## config.mk

```make
export PLATFORM = sky130hd
export DESIGN_NAME = thpt_angle_div
export DESIGN_NICKNAME = d
export VERILOG_FILES = /design/src/rtl/core/thpt_pkg.sv /design/src/rtl/core/thpt_angle_div.sv
export SDC_FILE = /design/constraint.sdc
export NUM_CORES = 1
export LEC_CHECK = 0
export ABC_CLOCK_PERIOD_IN_PS = 11930
export BUFFER_PORTS_ARGS = -buffer_cell sky130_fd_sc_hd__buf_2
export CORE_ASPECT_RATIO = 0.9
export CORE_UTILIZATION = 32
export CTS_CLUSTER_SIZE = 20
export DETAILED_ROUTE_END_ITERATION = 10
export PLACE_DENSITY_LB_ADDON = 0.08
export SLEW_MARGIN = 30
export SYNTH_ARGS = -nofsm -noshare
export SYNTH_HDL_FRONTEND = slang
export SYNTH_SLANG_ARGS = --single-unit
```

## constraint.sdc

```tcl
create_clock -name i_clk -period 11.93 [get_ports i_clk]
set_input_delay 1.193 -clock i_clk [delete_from_list [all_inputs] [get_ports i_clk]]
set_output_delay 1.193 -clock i_clk [all_outputs]
set_load 0.02 [all_outputs]
```

## src/rtl/core/thpt_pkg.sv

```systemverilog
// Shared types, codes and constants of the turtle tracker.
`default_nettype none

package thpt_pkg;

    // command codes
    localparam logic [2:0] CMD_RESET    = 3'd0;
    localparam logic [2:0] CMD_PEN_UP   = 3'd1;
    localparam logic [2:0] CMD_PEN_DOWN = 3'd2;
    localparam logic [2:0] CMD_TURN     = 3'd3;
    localparam logic [2:0] CMD_MOVE     = 3'd4;

    // stream widths
    localparam int IN_TDATA_W  = 32;
    localparam int IN_TUSER_W  = 3;
    localparam int OUT_TDATA_W = 168;
    localparam int OUT_TUSER_W = 2;

    // one full turn in whole degrees
    localparam logic [9:0] DEG_FULL_TURN = 10'd360;

    // CORDIC start vector (gain 0.60725 in Q2.30) and arctangents in binary-angle units
    localparam logic [31:0] CORDIC_GAIN = 32'h26DD3B6A;
    localparam int          TABLE_LEN   = 30;
    localparam int          STEP_W      = 5;

    localparam logic [31:0] ATAN_BAM [TABLE_LEN] = '{
        32'h20000000, 32'h12E4051E, 32'h09FB385B, 32'h051111D4, 32'h028B0D43,
        32'h0145D7E1, 32'h00A2F61E, 32'h00517C55, 32'h0028BE53, 32'h00145F2F,
        32'h000A2F98, 32'h000517CC, 32'h00028BE6, 32'h000145F3, 32'h0000A2FA,
        32'h0000517D, 32'h000028BE, 32'h0000145F, 32'h00000A30, 32'h00000518,
        32'h0000028C, 32'h00000146, 32'h000000A3, 32'h00000051, 32'h00000029,
        32'h00000014, 32'h0000000A, 32'h00000005, 32'h00000003, 32'h00000001
    };

    typedef struct packed {
        logic [31:0] value;
        logic        clip;
    } t_sat;

    // 32-bit base plus 33-bit delta, clipped to the signed 32-bit range
    function automatic t_sat sat_add32(input logic [31:0] base, input logic [32:0] delta);
        logic [33:0] s;
        t_sat        r;
        s = {{2{base[31]}}, base} + {delta[32], delta};
        r.clip  = 1'b0;
        r.value = s[31:0];
        if (!s[33] && (s[32:31] != 2'b00)) begin
            r.clip  = 1'b1;
            r.value = 32'h7FFF_FFFF;
        end else if (s[33] && (s[32:31] != 2'b11)) begin
            r.clip  = 1'b1;
            r.value = 32'h8000_0000;
        end
        return r;
    endfunction

endpackage

`default_nettype wire

```

## src/rtl/core/thpt_angle_div.sv

```systemverilog
// Heading to binary angle: digit-serial division of the scaled heading by 360.
`default_nettype none

module thpt_angle_div
    import thpt_pkg::*;
#(
    parameter int FRACTION_BITS = 16
) (
    input  wire logic        i_clk,
    input  wire logic        i_rst_n,
    input  wire logic        i_start,
    input  wire logic [31:0] i_heading,
    output logic             o_done,
    output logic [31:0]      o_theta
);

    localparam int SHIFT = 32 - FRACTION_BITS;
    localparam int DW    = 32 + SHIFT;
    localparam int DIGIT = 4;
    localparam int STEPS = (DW + DIGIT - 1) / DIGIT;
    localparam int DPW   = STEPS * DIGIT;
    localparam int CW    = $clog2(STEPS);

    logic            r_busy;
    logic            r_done;
    logic [CW-1:0]   r_cnt;
    logic [DPW-1:0]  r_div;
    logic [8:0]      r_rem;
    logic [31:0]     r_quo;
    logic            r_neg;

    logic [8:0]      n_rem;
    logic [31:0]     n_quo;
    logic [31:0]     w_mag;
    logic [31:0]     w_q;

    assign w_mag = i_heading[31] ? (~i_heading + 32'd1) : i_heading;

    // DIGIT restoring steps per cycle on the narrow remainder
    always_comb begin
        logic [9:0] t;
        n_rem = r_rem;
        n_quo = r_quo;
        for (int k = 0; k < DIGIT; k++) begin
            t = {n_rem, r_div[DPW-1-k]};
            if (t >= DEG_FULL_TURN) begin
                n_rem = 9'(t - DEG_FULL_TURN);
                n_quo = {n_quo[30:0], 1'b1};
            end else begin
                n_rem = t[8:0];
                n_quo = {n_quo[30:0], 1'b0};
            end
        end
    end

    always_ff @(posedge i_clk) begin
        if (!i_rst_n) begin
            r_busy <= 1'b0;
            r_done <= 1'b0;
            r_cnt  <= '0;
        end else begin
            r_done <= 1'b0;
            if (i_start) begin
                r_busy <= 1'b1;
                r_cnt  <= CW'(STEPS - 1);
            end else if (r_busy) begin
                if (r_cnt == '0) begin
                    r_busy <= 1'b0;
                    r_done <= 1'b1;
                end else begin
                    r_cnt <= r_cnt - 1'b1;
                end
            end
        end
    end

    always_ff @(posedge i_clk) begin
        if (i_start) begin
            r_div <= DPW'(w_mag) << SHIFT;
            r_rem <= '0;
            r_quo <= '0;
            r_neg <= i_heading[31];
        end else if (r_busy) begin
            r_div <= r_div << DIGIT;
            r_rem <= n_rem;
            r_quo <= n_quo;
        end
    end

    // floor division for a negative heading: round the magnitude up, then negate
    assign w_q     = r_quo + {31'd0, (r_rem != 9'd0)};
    assign o_theta = r_neg ? (~w_q + 32'd1) : r_quo;
    assign o_done  = r_done;

endmodule

`default_nettype wire

```

==> out/metrics.yaml <==
clocking:
  ctsLongestPathBuffers: 2
  clock_latency_ps: 330
  holdBufCountCts: 0
  cts_made_buffers: 9
  cts_tree: "built"
  post_cts_buffers: 0
  path_clk_slew_ps: 60
  htreeDepth: 3
  clock_sinks: 80
  cts_resized: 0
  cts_root_buf: "clkbuf_16"
timing:
  setup_viol: 0
  rsz0062_at_grt: "false"
  drv_slew: 0
  tightestPinTransition_ps: 989
  clock_skew_ps: 6.89
  slew_headroom_pct: 33.6
  hold_viol: 0
  period_share_pct: 52.4
  fmax_mhz: 160
  fin_tns_setup_ps: 0
  fin_ws_ps: 5680
  period_needed_ps: 6250
grt:
  grt_max_degree: 100
  antenna_found_initial: 2
  grt_usage_pct: 16.7
  grt_pass1_wl_um: 27400
  grt_use_met3_pct: 3.49
  use_met1_pct: 23.7
  overflow: 0
  use_met2_pct: 25.6
  grt_pass1_vias: 5446
  top_usage_layer: "met2"
synthesis:
  synthTopCellsByArea: "edfxtp_1 15%, dfxtp_1 15%, xnor2_1 7.3%"
  yosys_most_used_dff: "dfxtp_1"
  yosysWarningCount: 0
  synthesis.nets: 822
  syn_area_um2: 6400
  synth_cells: 778
  synthDistinctLibCells: 84
  synth_top_cell_by_area: "edfxtp_1"
  synthArstFlopShare_pct: 0
  syn_area_per_cell_um2: 8.23
  yosys.area.top_type_share_pct: 15.5
  synth_seq_cells: 80
  synth_edf_count: 33
  seq_area_frac_synth_pct: 30.2
drt:
  wl_per_cell_um: 15.6
  via_count: 5721
  routed_wirelength_um: 16600
  drc_errors: 0
  first_iter_violations: 309
  viasPerCell: 5.38
  firstDrtPassIters: 4
  antenna_left: 0
floorplan:
  start_util_pct: 33.0
  die_x_um: 151
  die_h_um: 136
  io_pins: 68
  die-area_um2: 20600
  rows: 48
  coreArea_um2: 19400
job:
  maxCapViolCount: 0
cells_and_area:
  layout_commonest_cell: "nor2_1"
  layout_common_cells: "104 x nor2_1, 67 x buf_2, 63 x nand2_1, 53 x xnor2_1, 51 x a21oi_1"
  nNetsFinal: 852
  syn_to_final_growth_pct: 11.4
  layout-drive-gt1-share_pct: 14.9
  n_fill_cell: 1994
worst_setup_path:
  rrSetupSlack_ps: 7520
  cp-startpoint: "r_rem[2]$_SDFFE_PP0P_"
  path_max_fanout: 9
  max_stage_delay_ps: 580
  reg2reg_from: "r_rem[2]$_SDFFE_PP0P_"
  reg2reg_depth: 14
  path_common_cell: "ha_1"
  end_kind: "output port"
  cp.arrival_ps: 5060
  crit_slowest_cell: "nor3_1"
  required_ps: 10740
  crit_type: "flip-flop to output port"
  path_depth: 16
  startpoint_type: "flip-flop"
  critical_path_buf_inv_count: 2
  timing.rr.end: "r_rem[6]$_SDFFE_PP0P_"
  crit_family: "simple AND/OR/NAND/NOR gates"
  path_cells: "inv_1, ha_1, nand4_1, ha_1, ha_1, nand2_1, nor3_1, o21ai_1, a211o_1, nand2b_1, or2_1, a21oi_2, mux2_2, a311o_1, xnor2_1, buf_2"
  crit_end: "o_theta[20]"
power:
  powerDensity_nw_per_um2: 175
  leakagePower_nw: 2.58
  peakVddDrop_v: 0.0000727
placement:
  dp_hpwl_um: 12000
  place.gp.congestion: 0.853
  place_ws_ps: 6050
  portBuffers: 67
outcome:
  status: "finished, final reports clean"
min_path:
  hold_path_class: "flip-flop to flip-flop"
[stage by stage]
| stage | util, % | hold slack (ps) | total power, mW | cells | area (um2) |
|---|---|---|---|---|---|
| floorplan | - | 457 | 0.844 | 778 | 6400 |
| finish | 36.8 | 490 | 1.25 | 1064 | 7130 |
| detailed placement | 35.2 | 482 | 0.988 | 1046 | 6830 |
| global placement | 35.2 | 468 | 0.982 | 1046 | 6830 |
| CTS | 36.7 | 497 | 1.26 | 1062 | 7110 |
| global route | 36.7 | 521 | 1.34 | 1063 | 7130 |
[area by class of cell]
type / instances / area (um2) / share of cell area [%]
inverter: 24 / 90.1 / 1.26
sequential: 80 / 1930 / 27.1
multi-input combinational: 621 / 4130 / 58.0
antenna: 1 / 2.50 / 0.0351
timing repair buffer: 72 / 380 / 5.33
clock buffer: 9 / 225 / 3.16
clock inverter: 7 / 53.8 / 0.755
tap: 250 / 313 / 4.39
[cell families after synthesis]
family / synth area share [%]
AOI/OAI and AO/OA: 20.7
DFF: 30.2
buffers and inverters: 5.28
xor gates and xnor gates: 12.6
adders and majority gates: 1.76
and+or+nand+nor: 22.8
muxes: 6.78
[flip-flops by register name, summed over array words and instances, names as in the netlist]
signal	count
r_rem	9
r_neg	1
r_quo	32
o_done	1
r_busy	1
r_cnt	4
r_div	32
[routing by layer]
metal,part of all wire [%],vias up
li1,-,2885
met4,0.94,2
met1,51,2712
met3,4.0,17
met2,44,105
met5,0.060,-
[worst min-delay path by stage]
stage | start | endpoint | cells after the start
floorplan | r_div[46]$_DFFE_PP_ | r_rem[2]$_SDFFE_PP0P_ | 2
global placement | r_div[45]$_DFFE_PP_ | r_rem[1]$_SDFFE_PP0P_ | 2
detailed placement | r_div[45]$_DFFE_PP_ | r_rem[1]$_SDFFE_PP0P_ | 2
CTS | r_div[45]$_DFFE_PP_ | r_rem[1]$_SDFFE_PP0P_ | 2
global route | r_div[45]$_DFFE_PP_ | r_rem[1]$_SDFFE_PP0P_ | 2
finish | r_div[45]$_DFFE_PP_ | r_rem[1]$_SDFFE_PP0P_ | 2
[worst reg2reg max path, delay by kind of cell, from the launching register on]
| kind | cells | cell delay, ps |
|---|---|---|
| buf+inv | 1 | 150 |
| compound gates | 8 | 1820 |
| xor+xnor | 2 | 860 |
| flops | 1 | 520 |
| fa+ha+maj | 2 | 660 |
| simple gates | 1 | 320 |
[synth_stat cells, drive strengths merged, types with 8 or more instances]
master  count
xnor2      53
nand2      63
edfxtp     33
nor2      106
clkbuf     35
inv        23
a21oi      52
a211oi     11
o211ai     11
nor4        9
nand3      21
and3       16
or3        12
ha          9
nor3       18
or4        10
xor2       39
a31oi       8
buf        18
dfxtp      47
o21ai      27
mux2i      35
[report_power, final]
part | leakage [nW] | total [mW] | switching, mW | internal, mW
Sequential | 0.710 | 0.343 | 0.0306 | 0.312
Clock | 0.136 | 0.263 | 0.119 | 0.143
Combinational | 1.73 | 0.643 | 0.388 | 0.255
Total | 2.58 | 1.25 | 0.538 | 0.710
No activity file was read; power rests on OpenSTA's default activity.
