`src/rtl/core/thpt_pkg.sv`:
```
// Shared types, codes and constants of the turtle tracker.
`default_nettype none

package thpt_pkg;

    // command codes
    localparam logic [2:0] CMD_RESET    = 3'd0;
    localparam logic [2:0] CMD_PEN_UP   = 3'd1;
    localparam logic [2:0] CMD_PEN_DOWN = 3'd2;
    localparam logic [2:0] CMD_TURN     = 3'd3;
    localparam logic [2:0] CMD_MOVE     = 3'd4;

    // stream widths
    localparam int IN_TDATA_W  = 32;
    localparam int IN_TUSER_W  = 3;
    localparam int OUT_TDATA_W = 168;
    localparam int OUT_TUSER_W = 2;

    // one full turn in whole degrees
    localparam logic [9:0] DEG_FULL_TURN = 10'd360;

    // CORDIC start vector (gain 0.60725 in Q2.30) and arctangents in binary-angle units
    localparam logic [31:0] CORDIC_GAIN = 32'h26DD3B6A;
    localparam int          TABLE_LEN   = 30;
    localparam int          STEP_W      = 5;

    localparam logic [31:0] ATAN_BAM [TABLE_LEN] = '{
        32'h20000000, 32'h12E4051E, 32'h09FB385B, 32'h051111D4, 32'h028B0D43,
        32'h0145D7E1, 32'h00A2F61E, 32'h00517C55, 32'h0028BE53, 32'h00145F2F,
        32'h000A2F98, 32'h000517CC, 32'h00028BE6, 32'h000145F3, 32'h0000A2FA,
        32'h0000517D, 32'h000028BE, 32'h0000145F, 32'h00000A30, 32'h00000518,
        32'h0000028C, 32'h00000146, 32'h000000A3, 32'h00000051, 32'h00000029,
        32'h00000014, 32'h0000000A, 32'h00000005, 32'h00000003, 32'h00000001
    };

    typedef struct packed {
        logic [31:0] value;
        logic        clip;
    } t_sat;

    // 32-bit base plus 33-bit delta, clipped to the signed 32-bit range
    function automatic t_sat sat_add32(input logic [31:0] base, input logic [32:0] delta);
        logic [33:0] s;
        t_sat        r;
        s = {{2{base[31]}}, base} + {delta[32], delta};
        r.clip  = 1'b0;
        r.value = s[31:0];
        if (!s[33] && (s[32:31] != 2'b00)) begin
            r.clip  = 1'b1;
            r.value = 32'h7FFF_FFFF;
        end else if (s[33] && (s[32:31] != 2'b11)) begin
            r.clip  = 1'b1;
            r.value = 32'h8000_0000;
        end
        return r;
    endfunction

endpackage

`default_nettype wire

```
`src/rtl/core/thpt_cordic.sv`:
```
// Iterative rotation-mode CORDIC giving cosine and sine in Q2.30.
`default_nettype none

module thpt_cordic
    import thpt_pkg::*;
#(
    parameter int CORDIC_STEPS = 16
) (
    input  wire logic        i_clk,
    input  wire logic        i_rst_n,
    input  wire logic        i_start,
    input  wire logic [31:0] i_theta,
    output logic             o_done,
    output logic [31:0]      o_cos,
    output logic [31:0]      o_sin
);

    logic                r_busy;
    logic                r_done;
    logic [STEP_W-1:0]   r_step;
    logic signed [32:0]  r_a;
    logic signed [32:0]  r_b;
    logic signed [32:0]  r_z;
    logic                r_flip;

    logic                w_flip;
    logic signed [32:0]  w_sa;
    logic signed [32:0]  w_sb;
    logic signed [32:0]  w_at;
    logic signed [32:0]  w_neg_a;
    logic signed [32:0]  w_neg_b;

    // second and third quadrants are folded by half a turn
    assign w_flip  = (i_theta[31:30] == 2'b01) || (i_theta[31:30] == 2'b10);
    assign w_sa    = r_a >>> r_step;
    assign w_sb    = r_b >>> r_step;
    assign w_at    = {1'b0, ATAN_BAM[r_step]};
    assign w_neg_a = -r_a;
    assign w_neg_b = -r_b;

    always_ff @(posedge i_clk) begin
        if (!i_rst_n) begin
            r_busy <= 1'b0;
            r_done <= 1'b0;
            r_step <= '0;
        end else begin
            r_done <= 1'b0;
            if (i_start) begin
                r_busy <= 1'b1;
                r_step <= '0;
            end else if (r_busy) begin
                if (r_step == STEP_W'(CORDIC_STEPS - 1)) begin
                    r_busy <= 1'b0;
                    r_done <= 1'b1;
                end else begin
                    r_step <= r_step + 1'b1;
                end
            end
        end
    end

    always_ff @(posedge i_clk) begin
        if (i_start) begin
            r_a    <= {1'b0, CORDIC_GAIN};
            r_b    <= '0;
            r_z    <= {i_theta[31] ^ w_flip, i_theta[31] ^ w_flip, i_theta[30:0]};
            r_flip <= w_flip;
        end else if (r_busy) begin
            if (!r_z[32]) begin
                r_a <= r_a - w_sb;
                r_b <= r_b + w_sa;
                r_z <= r_z - w_at;
            end else begin
                r_a <= r_a + w_sb;
                r_b <= r_b - w_sa;
                r_z <= r_z + w_at;
            end
        end
    end

    assign o_cos  = r_flip ? w_neg_a[31:0] : r_a[31:0];
    assign o_sin  = r_flip ? w_neg_b[31:0] : r_b[31:0];
    assign o_done = r_done;

endmodule

`default_nettype wire

```
`config.mk`:
```
export PLATFORM = sky130hd
export DESIGN_NAME = thpt_cordic
export DESIGN_NICKNAME = d
export VERILOG_FILES = /design/src/rtl/core/thpt_pkg.sv /design/src/rtl/core/thpt_cordic.sv
export SDC_FILE = /design/constraint.sdc
export NUM_CORES = 1
export LEC_CHECK = 0
export BUFFER_PORTS_ARGS = -buffer_cell sky130_fd_sc_hd__buf_2
export CAP_MARGIN = 10
export CORE_MARGIN = 1
export CORE_UTILIZATION = 40
export CTS_CLUSTER_DIAMETER = 50
export CTS_CLUSTER_SIZE = 8
export DETAILED_ROUTE_END_ITERATION = 10
export SLEW_MARGIN = 10
export SYNTH_ARGS = -nofsm -noshare
export SYNTH_HDL_FRONTEND = slang
export SYNTH_SLANG_ARGS = --single-unit
```
`constraint.sdc`:
```
create_clock -name i_clk -period 17.9 [get_ports i_clk]
set_input_delay 0 -clock i_clk [delete_from_list [all_inputs] [get_ports i_clk]]
set_output_delay 0 -clock i_clk [all_outputs]
set_load 0.02 [all_outputs]
```
==> results.py <==
metrics = {
    "global_route": {
        "grt_pass1_wl_mm": 96.3,
        "grt_pass1_vias": 16100,
        "grt_max_degree": 78,
        "antenna_found_initial": 0,
        "grt_usage": 0.279,
        "grt-ovfl-total": 0,
    },
    "clock_tree": {
        "cts.clk_slew.worst_paths_ns": 0.08,
        "cts_tree": "built",
        "insertion_delay_ns": 0.40,
        "cts_resized": 0,
        "clock_tree.root_cell": "clkbuf_16",
        "clock-sinks": 107,
        "htree_levels": 3,
        "cts_buffers": 9,
        "clockBufferDepth": 2,
    },
    "floorplanning": {
        "start_util": 0.405,
        "die_height_um": 211,
        "io_pins": 100,
        "dieArea_um2": 44400,
        "die_w_um": 211,
        "num_rows": 76,
        "core_um2": 43000,
    },
    "detailed_routing": {
        "num_vias": 17300,
        "ant_nets": 0,
        "drtIter0Drc": 1418,
        "firstDrtPassIters": 6,
        "viasPerCell": 6.28,
        "route.detailed.drc": 0,
        "wl_per_cell_um": 22.5,
        "routed_wl_mm": 61.8,
    },
    "setup_path": {
        "slowest_stage": "dfxtp_4",
        "slowest_delay_ns": 0.73,
        "critPathMaxFanout": 50,
        "worstPathArrival_ns": 8.09,
        "crit_start": "r_step[1]",
        "crit_type": "reg2reg",
        "cp.required_ns": 18.20,
        "rr_worst_depth": 23,
        "regToRegSetupSlack_ns": 10.11,
        "end_kind": "flop",
        "crit_end": "r_b[32]",
        "r2r-end": "r_b[32]",
        "r2r-start": "r_step[1]",
        "cp_cell_sequence": "buf_4, buf_4, mux4_2, mux4_2, nand2_1, o31a_1, ha_1, inv_1, nor4_2, and4bb_2, nor2_1, xor2_1, ha_1, a21oi_1, a21oi_1, o41ai_1, o21a_1, o21ai_0, a21oi_1, a21oi_1, xnor3_1, a21oi_1, a31o_2",
        "cp-start-kind": "flop",
        "cp_common_cell": "a21oi_1",
    },
    "pwr": {
        "internal_power_mw": 1.65,
        "switching_share": 0.541,
        "p_total_mw": 3.61,
        "clkPwrFrac": 0.057,
        "power_density_nw_per_um2": 194,
        "peakVddDrop_mv": 0.0973,
        "leakagePower_nw": 7.32,
        "p_sw_mw": 1.95,
        "seqPwrFrac": 0.174,
        "combPwrFrac": 0.768,
    },
    "min_path": {
        "worstHoldPathType": "in2reg",
    },
    "cells_and_area": {
        "layout-drive-gt1-share": 0.144,
        "n_antenna_cell": 0,
        "area_delta_synth_final_pct": 6.92,
        "nFillCells": 4364,
        "fin_cells": 2748,
        "nNetsFinal": 2306,
    },
    "synth": {
        "synth_enable_flop_cells": 34,
        "synthDistinctLibCells": 102,
        "synth_seq_cells": 107,
        "yosys_warnings": 0,
        "yosysTopAreaCellShare": 0.105,
        "syn_area_um2": 17400,
        "synth_largest_area_cell": "mux4_2",
        "ys_seq_area_frac": 0.143,
        "async_flop_share": 0,
        "synth_flop_cell": "dfxtp_1",
        "syn_inst": 2171,
        "syn_nets": 2319,
        "avgSynthCellArea_um2": 8.02,
        "synthTopCellsByArea": "mux4_2 10%, dfxtp_1 8.4%, ha_1 7.9%",
    },
    "sta": {
        "grt_setup_unrepaired": "false",
        "fmax_mhz": 128,
        "setup_violations": 0,
        "worstMarginPinSlew_ns": 1.23,
        "relSlewSlack": 0.177,
        "hold_slack_ns": 0.0436,
        "slew_violations": 0,
        "hold_violations": 0,
        "timing.final.crit_share": 0.435,
        "layout_min_cycle_time_ns": 7.79,
        "skew_ns": 0.0126,
        "final.setup.tns_ns": 0,
    },
    "place": {
        "io_buffers": 99,
        "dp_hpwl_mm": 45.4,
        "dp.cells": 2698,
        "gp_congestion": 0.976,
    },
    "run": {
        "drv_cap": 0,
    },
    "outcome": {
        "status": "complete, no violations",
    },
}
==> worst max-delay path, delay by kind of cell, from the launching register on <==
family	cells	cell delay [ns]
AO/OA/AOI/OAI	10	2.26
XOR/XNOR	2	0.49
adder cells (fa/ha/maj)	2	0.59
buffers and inverters	3	1.29
flip-flops	1	0.73
multiplexers	2	1.19
AND/OR/NAND/NOR	4	1.06
==> final cells by class <==
type | instances | area, um2 | share of cell area
Clock inverter | 6 | 48.8 | 0.00262
Timing Repair Buffer | 161 | 1050 | 0.0563
Sequential cell | 107 | 2500 | 0.134
Inverter | 50 | 188 | 0.0101
Multi-Input combinational cell | 1829 | 13900 | 0.745
Clock buffer | 10 | 239 | 0.0128
Tap cell | 585 | 732 | 0.0393
==> sequential cells by signal, indices dropped and copies added, names as in the netlist <==
name	count
r_z	33
r_flip	1
r_b	33
r_a	33
r_step	5
r_busy	1
o_done	1
==> through the flow <==
step	setup slack [ns]	cell area (um2)	utilization
6_report	10.11	18600	0.433
2_1_floorplan	11.66	17400	-
5_1_grt	9.56	18600	0.433
3_3_place_gp	10.37	18000	0.419
4_1_cts	10.26	18600	0.433
3_5_place_dp	10.29	18000	0.419
==> layer usage <==
layer | share of wire | track usage | up-vias
met1 | 0.44 | 0.376 | 8237
met5 | 0 | 0 | -
li1 | - | - | 8103
met4 | 0.036 | 0.109 | 0
met2 | 0.45 | 0.446 | 793
met3 | 0.073 | 0.0425 | 137
==> Yosys cell counts (all sizes together) (35+ instances only) <==
master	number
inv	48
a21o	56
o21ai	134
ha	110
xnor2	144
o31ai	38
a31oi	35
mux4	81
dfxtp	73
xor2	68
nor3	39
clkbuf	108
a21oi	173
mux2	35
buf	76
nor2	184
mux2i	72
nand2	195
==> cells in the final DEF, fill, tap and decap left out, types with 19 or more instances in the layout <==
| cell | Yosys | routed |
|---|---|---|
| nor2b_1 | 19 | 19 |
| buf_4 | 17 | 29 |
| inv_1 | 47 | 47 |
| dfxtp_1 | 73 | 67 |
| mux2_2 | 31 | 31 |
| o21a_1 | 24 | 24 |
| a211oi_1 | 30 | 30 |
| dlygate4sd3_1 | 0 | 34 |
| nand2b_1 | 34 | 34 |
| edfxtp_1 | 34 | 34 |
| xnor2_1 | 144 | 144 |
| nor3_1 | 38 | 37 |
| nor2_1 | 184 | 183 |
| or4_1 | 19 | 19 |
| a21o_1 | 56 | 56 |
| nand3_1 | 26 | 26 |
| o21ai_0 | 132 | 132 |
| o22ai_1 | 21 | 21 |
| buf_2 | 26 | 98 |
| xor2_1 | 68 | 68 |
| mux4_2 | 81 | 81 |
| a31oi_1 | 35 | 35 |
| o31ai_1 | 37 | 37 |
| nand2_1 | 194 | 194 |
| and2_1 | 19 | 19 |
| ha_1 | 110 | 110 |
| and3_1 | 23 | 23 |
| mux2i_1 | 71 | 71 |
| a21oi_1 | 171 | 171 |
==> worst min-delay path by stage <==
stage,startpoint,to,slack [ns],depth (start not counted)
2_1_floorplan,i_start,r_flip,0.11,0
3_5_place_dp,i_rst_n,r_busy,0.27,2
3_3_place_gp,i_rst_n,r_busy,0.27,2
6_report,i_theta[21],r_z[21],0.04,3
4_1_cts,i_theta[21],r_z[21],0.006,3
5_1_grt,i_theta[21],r_z[21],0.04,3
==> repair_timing <==
action | in CTS | in global routing
hold buffers | 34 | 0
hold endpoints to repair | 51 | 0
buffers inserted | 0 | 0
==> power groups by stage <==
stage	Combinational (mW)	Sequential (mW)	Clock, mW
after global routing	3.06	0.635	0.223
after detailed placement	2.72	0.617	0
after floorplan	2.25	0.411	0
final	2.77	0.629	0.207
after global placement	2.70	0.619	0
after CTS	2.74	0.615	0.217
==> kinds of logic (layout without fill, tap and decap cells) <==
kind of cell,count (synthesis),count (layout),synth area share
fa+ha+maj,113,113,0.0825
buf+inv,235,227,0.0617
simple gates,637,637,0.178
xor+xnor,213,213,0.108
flops,107,107,0.143
mux,188,188,0.170
compound gates,678,678,0.258
(Power assumes the default switching activity.)
